--- config.mk ---
export PLATFORM = sky130hd
export DESIGN_NAME = izn_ctrl
export DESIGN_NICKNAME = d
export VERILOG_FILES = /design/src/hdl/izn_pkg.sv /design/src/hdl/izn_ctrl.sv
export SDC_FILE = /design/constraint.sdc
export NUM_CORES = 1
export LEC_CHECK = 0
export ABC_AREA = 0
export BUFFER_PORTS_ARGS = -buffer_cell sky130_fd_sc_hd__buf_2
export CAP_MARGIN = 20
export CELL_PAD_IN_SITES_DETAIL_PLACEMENT = 1
export CELL_PAD_IN_SITES_GLOBAL_PLACEMENT = 2
export CORE_AREA = 5 5 42 44
export CTS_BUF_LIST = sky130_fd_sc_hd__clkbuf_2 sky130_fd_sc_hd__clkbuf_4 sky130_fd_sc_hd__clkbuf_8
export DETAILED_ROUTE_END_ITERATION = 8
export DIE_AREA = 0 0 47 49
export GPL_ROUTABILITY_DRIVEN = 0
export HOLD_SLACK_MARGIN = 0.06
export PLACE_DENSITY_LB_ADDON = 0.2
export SETUP_SLACK_MARGIN = 0.2
export SLEW_MARGIN = 20
export SYNTH_ARGS = -nofsm -noshare
export SYNTH_HDL_FRONTEND = slang
export SYNTH_SLANG_ARGS = --single-unit
--- constraint.sdc ---
create_clock -name clk -period 1.8 [get_ports clk]
set_clock_uncertainty 0.05 [all_clocks]
set_input_delay 0.36 -clock clk [delete_from_list [all_inputs] [get_ports clk]]
set_output_delay 0.36 -clock clk [all_outputs]
set_load 0.05 [all_outputs]
--- src/hdl/izn_pkg.sv ---
// Shared types, constants and helpers for the Izhikevich neuron step block.
package izn_pkg;

	localparam int VAL_W     = 32;
	localparam int UVAL_W    = 31;
	localparam int CFG_IDX_W = 4;
	localparam int FRAC_W    = 16;
	localparam int SUM_W     = 52;
	localparam int PROD_W    = 66;
	localparam int SQ_W      = 44;

	localparam logic [11:0] COEF_SQUARE = 12'd2621;
	localparam logic signed [SUM_W-1:0] CONST_BIAS = 52'sd140 <<< FRAC_W;
	localparam logic signed [SUM_W-1:0] SAT_HI = 52'sd2147483647;
	localparam logic signed [SUM_W-1:0] SAT_LO = -52'sd2147483648;

	localparam logic signed [VAL_W-1:0] POTENTIAL_RESET = -32'sd4259840;
	localparam logic signed [VAL_W-1:0] RECOVERY_RESET  = -32'sd851968;

	localparam logic signed [VAL_W-1:0] RATE_RESET      = 32'sd1311;
	localparam logic signed [VAL_W-1:0] SENS_RESET      = 32'sd13107;
	localparam logic signed [VAL_W-1:0] RESET_POT_RESET = -32'sd4259840;
	localparam logic signed [VAL_W-1:0] JUMP_RESET      = 32'sd524288;
	localparam logic signed [VAL_W-1:0] THRESH_RESET    = 32'sd1966080;
	localparam logic signed [VAL_W-1:0] WEIGHT_RESET    = 32'sd65536;
	localparam logic [UVAL_W-1:0]       STEP_RESET      = 31'd64000;
	localparam logic [UVAL_W-1:0]       AMP_RESET       = 31'd671088640;

	localparam logic [CFG_IDX_W-1:0] REG_RECOVERY_RATE        = 4'd0;
	localparam logic [CFG_IDX_W-1:0] REG_RECOVERY_SENSITIVITY = 4'd1;
	localparam logic [CFG_IDX_W-1:0] REG_RESET_POTENTIAL      = 4'd2;
	localparam logic [CFG_IDX_W-1:0] REG_RECOVERY_JUMP        = 4'd3;
	localparam logic [CFG_IDX_W-1:0] REG_FIRE_THRESHOLD       = 4'd4;
	localparam logic [CFG_IDX_W-1:0] REG_INPUT_WEIGHT         = 4'd5;
	localparam logic [CFG_IDX_W-1:0] REG_STEP_MS              = 4'd6;
	localparam logic [CFG_IDX_W-1:0] REG_SPIKE_AMPLITUDE      = 4'd7;

	localparam logic [3:0] OP_NONE   = 4'd0;
	localparam logic [3:0] OP_VV     = 4'd1;
	localparam logic [3:0] OP_CUR    = 4'd2;
	localparam logic [3:0] OP_BV     = 4'd3;
	localparam logic [3:0] OP_STEPDV = 4'd4;
	localparam logic [3:0] OP_AU     = 4'd5;
	localparam logic [3:0] OP_DU2    = 4'd6;
	localparam logic [3:0] OP_STEPDU = 4'd7;
	localparam logic [3:0] OP_UUP    = 4'd8;

	typedef struct packed {
		logic       latch;
		logic       load;
		logic [3:0] op;
	} cmd_t;

	function automatic logic signed [VAL_W-1:0] sat32(input logic signed [SUM_W-1:0] x);
		logic signed [VAL_W-1:0] r;
		if (x > SAT_HI) begin
			r = SAT_HI[VAL_W-1:0];
		end else if (x < SAT_LO) begin
			r = SAT_LO[VAL_W-1:0];
		end else begin
			r = x[VAL_W-1:0];
		end
		return r;
	endfunction

endpackage

--- src/hdl/izn_ctrl.sv ---
// Sequencer for the neuron step: accept, load result, eight arithmetic steps.
module izn_ctrl (
	input  logic           clk,
	input  logic           arst_n,
	input  logic           in_valid,
	output logic           in_ready,
	output logic           out_valid,
	input  logic           out_ready,
	output izn_pkg::cmd_t  cmd
);
	import izn_pkg::*;

	localparam logic [3:0] ST_IDLE   = 4'd0;
	localparam logic [3:0] ST_LOAD   = 4'd1;
	localparam logic [3:0] ST_VV     = 4'd2;
	localparam logic [3:0] ST_CUR    = 4'd3;
	localparam logic [3:0] ST_BV     = 4'd4;
	localparam logic [3:0] ST_STEPDV = 4'd5;
	localparam logic [3:0] ST_AU     = 4'd6;
	localparam logic [3:0] ST_DU2    = 4'd7;
	localparam logic [3:0] ST_STEPDU = 4'd8;
	localparam logic [3:0] ST_UUP    = 4'd9;

	logic [3:0] state_q;
	logic [3:0] state_d;
	logic       out_valid_q;
	logic       slot_free;

	assign in_ready  = (state_q == ST_IDLE);
	assign out_valid = out_valid_q;
	assign slot_free = !out_valid_q || out_ready;

	always_comb begin
		state_d   = state_q;
		cmd.latch = 1'b0;
		cmd.load  = 1'b0;
		cmd.op    = OP_NONE;
		case (state_q)
			ST_IDLE: begin
				if (in_valid) begin
					cmd.latch = 1'b1;
					state_d   = ST_LOAD;
				end
			end
			ST_LOAD: begin
				if (slot_free) begin
					cmd.load = 1'b1;
					state_d  = ST_VV;
				end
			end
			ST_VV: begin
				cmd.op  = OP_VV;
				state_d = ST_CUR;
			end
			ST_CUR: begin
				cmd.op  = OP_CUR;
				state_d = ST_BV;
			end
			ST_BV: begin
				cmd.op  = OP_BV;
				state_d = ST_STEPDV;
			end
			ST_STEPDV: begin
				cmd.op  = OP_STEPDV;
				state_d = ST_AU;
			end
			ST_AU: begin
				cmd.op  = OP_AU;
				state_d = ST_DU2;
			end
			ST_DU2: begin
				cmd.op  = OP_DU2;
				state_d = ST_STEPDU;
			end
			ST_STEPDU: begin
				cmd.op  = OP_STEPDU;
				state_d = ST_UUP;
			end
			ST_UUP: begin
				cmd.op  = OP_UUP;
				state_d = ST_IDLE;
			end
			default: begin
				state_d = ST_IDLE;
			end
		endcase
	end

	always_ff @(posedge clk or negedge arst_n) begin
		if (!arst_n) begin
			state_q     <= ST_IDLE;
			out_valid_q <= 1'b0;
		end else begin
			state_q <= state_d;
			if (cmd.load) begin
				out_valid_q <= 1'b1;
			end else if (out_ready) begin
				out_valid_q <= 1'b0;
			end
		end
	end

endmodule

Word-level counts from Yosys, hierarchy flattened
Cells that the tools add are included.
Cells by class
  eq/ne operators: 11
  muxes and demuxes: 10
  reductions and logical operators: 5
Operator list (count)
  case mux 4 bit (9 select lines): 1
  case mux 4 bit (8 select lines): 1
  equality test 4 x 3 -> 1 bit (second input constant): 4
  equality test 4 x 2 -> 1 bit (second input constant): 2
  equality test 4 bit (second input constant): 2
  two-way mux 4 bit: 2
  two-way mux 1 bit: 6
  equality test 4 x 1 -> 1 bit (second input constant): 1
  zero test 4 bit: 1
  != test 2 bit (second input constant): 2
  AND reduction 2 bit: 1
  nonzero test 2 bit: 1
  zero test 1 bit: 1
  logical OR 1 bit: 1
Word-level totals
  bits in registers: 5
  output and inout bits: 8
  logic and storage cells: 28

Logic depth before layout (Yosys ltp)
Gate-level depths: netlist of the first run.
  depth in word-level cells: 5
  gate-level depth with buffers: 4

Least setup slack after synthesis of the first run
OpenSTA, ideal clock, no wires.
  path kind: flip-flop to output port
  from: register state_q[2]
  to: output port cmd[5] (netlist bit)
  arrival: 2.007 ns
  setup slack: -0.617 ns
  stages on the path, launching flop included: 4
  path through: dfrtp_1 > buf_4 > nor4_2 > and2_1
RTL lines
  start: declaration: RTL line izn_ctrl.sv:24  | logic [3:0] state_q;
  start signal: assignment: RTL line izn_ctrl.sv:94  | state_q <= state_d;
  end: declaration: RTL line izn_ctrl.sv:9  | output izn_pkg::cmd_t cmd

==> results of run 1 <==
==> worst max path at each step <==
stage                     depth (start not counted)  startpoint  slack, ns  endpoint
after detailed placement                          3  state_q[2]       0.12    cmd[5]
after CTS                                         4  state_q[1]       0.08    cmd[2]
after global placement                            3  state_q[2]       0.16    cmd[5]
final                                             3  state_q[0]       0.08    cmd[5]
after global routing                              3  state_q[3]       0.01    cmd[5]
after floorplan                                   3  state_q[2]      -0.16    cmd[5]
==> placed cells by master (no fill, tap or decap), types with 2 or more instances in the layout <==
| cell type | instances |
|---|---|
| nand2b_1 | 2 |
| dfrtp_2 | 4 |
| buf_4 | 8 |
| nand2_1 | 5 |
| o21ai_1 | 3 |
| nor2_4 | 2 |
| clkbuf_4 | 4 |
| buf_2 | 5 |
| buf_8 | 3 |
| buf_6 | 5 |
| xor2_1 | 3 |
| nor2_2 | 2 |
==> sequential cells by signal, summed over array words and instances (netlist names) <==
name and count:
state_q 4, out_valid 1
==> cell families after synthesis <==
group | after synthesis | synth area share [%]
AND/OR/NAND/NOR | 19 | 33.3
flip-flops | 5 | 39.2
buffers and inverters | 3 | 5.10
AO/OA/AOI/OAI | 7 | 14.1
XOR/XNOR | 3 | 8.24
==> metrics by stage <==
stage               utilization [%]  area [sq um]
finish                         43.0           603
global route                   43.0           603
CTS                            41.2           577
detailed placement             28.6           400
global placement               28.6           400
floorplan                         -           342
==> routing by layer <==
metal  GRT usage (%)  wire length (um)
met4            5.53                 0
met2            13.8               500
met1            12.7               416
met3            2.95                52
met5               0                 0
==> cell type report <==
cell class                 count  area (sq um)
clock buffer                   4          30.0
inverter                       1          3.75
timing repair buffer          22           196
sequential                     5           130
fill                         174           798
multi-input combinational     29           223
tap                           16          20.0
==> repair_timing <==
action / CTS / global route
pin swaps: 3 / 1
hold endpoints to repair: 5 / 0
setup buffers: 9 / 1
resized for setup: 25 / 5
setup endpoints to repair: 7 / 7
hold buffers: 1 / 0
==> critical path: stages (launching register included) <==
cell and delay, ns:
dfrtp_2 0.46, nor4_4 0.28, and2_4 0.19, buf_8 0.14
==> results.toml, run 1 <==
[clocking]
cts_buffers = 3
clock-sinks = 5
clk_latency_ns = 0.23
clockRootBuffer = "clkbuf_4"
clk_pin_slew_worst_paths_ns = 0.04
clock_path_buffers = 2
htree_levels = 1
cts_tree = "built"

[worst_setup_path]
startpoint_type = "flip-flop"
rrSetupSlack_ns = 0.58
regToRegStartpoint = "state_q[0]"
end_kind = "primary output"
critPathArrivalTime_ns = 1.31
critPathRequiredTime_ns = 1.39
crit_path_max_fanout = 5
reg2regPathDepth = 3
crit_type = "flip-flop to primary output"
r2r-end = "state_q[0]"

[hold_path]
min_path_type = "primary input to flip-flop"
worstHoldPathCells = 3
hold_path_startpoint = "in_valid"
hold_end = "state_q[0]"

[sta]
hold_violations = 0
rsz0062_at_grt = "true"
finalCriticalPeriod_ns = 1.72
hold_ws_ns = 0.353
setup_viol = 0
max_freq_ghz = 0.582
tightest_slew_ns = 0.255
tns_ns = 0
setup_slack_ns = 0.0829
slew_viol_final = 0
relSlewSlack_pct = 83.0
period_share_pct = 95.4

[finish]
instances_no_fill = 77
drive_gt1_share_pct = 63.9
diodes = 0
area_delta_synth_final_pct = 89.0
fin_nets = 66

[yosys]
synth.largest_area_cell = "dfrtp_1"
syn-num-nets = 41
ys_seq_area_share_pct = 39.2
synth_edf_count = 0
yosysUniqueCellTypes = 21
ys_top_cells_by_count = "dfrtp_1 (5), nand2_1 (5), nor2_1 (4)"
ys.flop_type = "dfrtp_1"
syn-mean-instance-area_sq_um = 8.62
synth.top_cells.by_area = "dfrtp_1 (39%), xor2_1 (8.2%), nand2_1 (5.9%), o21ai_1 (4.7%), nor2_1 (4.7%)"
synth_top_area_share_pct = 39.2
ys_seq_elements = 5
synth_cells = 37
synth_area_sq_um = 319
async_flop_share_pct = 100
yosys_warnings = 0

[routing]
route.vias.total = 351
routed_wl_um = 969
drc_errors = 0
postRouteAntennaNets = 0
via_per_inst = 4.56
drt_iter0_markers = 2
wire_per_inst_um = 12.6
dr.pass1.iters = 2

[grt]
antenna_found_initial = 0
track_usage_pct = 9.75
grt_pass1_wl_um = 1620
grt_overflow = 0
grt_pass1_vias = 370
grt_max_degree = 8

[placed_design]
place_ws_ns = 0.124
post-dp-hpwl_um = 615
port_buffers = 11
dp_cells = 62

[floorplanning]
core_area_sq_mm = 0.00140
io-pin-count = 12
die_area_sq_mm = 0.00230
die_w_um = 47
start_util_pct = 22.8
fp.dieH_um = 49
rows = 14

[job]
cap_violations = 0

[status]
status = "complete, no violations"
Power of run 1 is not shown: default switching activity piles up to over one toggle a cycle in this logic, so the estimate is an artifact.
==> run 2, diff against run 1 <==
clock period = 1.9 ns   (was 1.8 ns; I/O delays follow)
==> run 2 against run 1 <==
Critical path type unchanged. Register-to-register slack better by 0.11 ns. Worst hold slack better by 0.025 ns. Largest cell class unchanged. Sequential share of layout area up 0.93 points. Cell count shrank 1.3%. Global-route usage increased by 1.3 points. Final area down 4.1%. Critical path depth unchanged.
==> results.toml, run 2 (synthesis gave the netlist of run 1 again) <==
[clocking]
clk_pin_slew_worst_paths_ns = 0.04
clock-sinks = 5
htree_levels = 1
clockRootBuffer = "clkbuf_4"
clock_path_buffers = 2
clk_latency_ns = 0.23
cts_tree = "built"
cts_buffers = 3

[worst_setup_path]
crit_path_max_fanout = 7
path_cells = "nor4_4 -> and2_4 -> buf_8"
regToRegStartpoint = "state_q[0]"
endpoint = "cmd[5]"
critPathArrivalTime_ns = 1.33
cp-startpoint = "state_q[3]"
rrSetupSlack_ns = 0.69
critPathRequiredTime_ns = 1.47
r2r-end = "state_q[0]"
cp_top_family = "simple AND/OR/NAND/NOR gates"
max_stage_delay_ns = 0.46
startpoint_type = "flip-flop"
cp_num_buf_inv = 1
cp.depth = 3
end_kind = "primary output"
crit_type = "flip-flop to primary output"
cp_slowest_cell = "dfrtp_2"
reg2regPathDepth = 3

[sta]
setup_slack_ns = 0.137
max_freq_ghz = 0.567
relSlewSlack_pct = 83.5
setup_viol = 0
rsz0062_at_grt = "true"
finalCriticalPeriod_ns = 1.76
tightest_slew_ns = 0.249
slew_viol_final = 0
period_share_pct = 92.8
hold_violations = 0

[finish]
area_delta_synth_final_pct = 81.2
largest_reg_flops = 4
drive_gt1_share_pct = 60.0
diodes = 0
final_cell_mix = "buf_4 (9), nand2_1 (5), buf_6 (5)"
layout_commonest_cell = "buf_4"
fin_nets = 65
fillers = 177
top_register = "state_q"

[floorplanning]
start_util_pct = 22.8
io-pin-count = 12
core_area_sq_mm = 0.00140
die_w_um = 47
fp.dieH_um = 49
die_area_sq_mm = 0.00230
rows = 14

[placed_design]
place_ws_ns = 0.202
port_buffers = 11
post-dp-hpwl_um = 640

[grt]
grt_pass1_wl_um = 1810
grt_max_degree = 8
grt_pass1_vias = 407
track_usage_pct = 11.1
grt_overflow = 0
antenna_found_initial = 0

[routing]
route.vias.total = 338
routed_wl_um = 1010
via_per_inst = 4.45
drt_iter0_markers = 0
drc_errors = 0
wire_per_inst_um = 13.3
dr.pass1.iters = 1
postRouteAntennaNets = 0

[status]
status = "complete, no violations"

[hold_path]
min_path_type = "primary input to flip-flop"

[job]
cap_violations = 0
## run 2: layout make-up
cell class / instances / area (sq um) / area share, %
inverter: 1 / 3.75 / 0.649
timing repair buffer: 21 / 184 / 31.8
multi-input combinational: 29 / 210 / 36.4
sequential: 5 / 130 / 22.5
clock buffer: 4 / 30.0 / 5.19
tap: 16 / 20.0 / 3.46
## run 2: worst min-delay path by stage
stage / from / to / cells past startpoint
after floorplan: arst_n / out_valid / 0
after global placement: arst_n / out_valid / 1
after detailed placement: arst_n / out_valid / 1
after CTS: in_valid / state_q[0] / 3
after global routing: in_valid / state_q[0] / 3
final: in_valid / state_q[0] / 3
## run 2: repair_timing
| item | 4_1_cts | 5_1_grt |
|---|---|---|
| pin swaps | 3 | 1 |
| endpoints found under the hold margin | 5 | 0 |
| buffers inserted | 7 | 2 |
| gates resized for setup | 20 | 6 |
| setup endpoints to repair | 7 | 7 |
| hold buffers | 1 | 0 |
## run 2: per-layer routing
metal  routed length (um)  global-route usage (%)  up-vias
met5                    0                       0        -
met4                    0                    6.91        0
met3                   71                    2.21        0
met2                  551                    17.4       10
met1                  388                    13.1      157
li1                     -                       -      171
## run 2: worst register-to-register path, stage by stage, from the launching register on
cell and delay [ns]:
dfrtp_2 0.46, buf_4 0.17, or3_1 0.37, o211ai_2 0.08
## run 2: stage by stage
stage | instances | utilization (%) | setup TNS [ns] | hold slack (ns) | area (sq um)
2_1_floorplan | 37 | - | -0.0778 | 0.0344 | 337
3_3_place_gp | 62 | 28.2 | 0 | 0.144 | 395
3_5_place_dp | 62 | 28.2 | 0 | 0.149 | 395
4_1_cts | 74 | 38.8 | 0 | 0.375 | 544
5_1_grt | 76 | 41.3 | 0 | 0.399 | 578
6_report | 76 | 41.3 | 0 | 0.378 | 578
Power of run 2 is left out for the same reason.
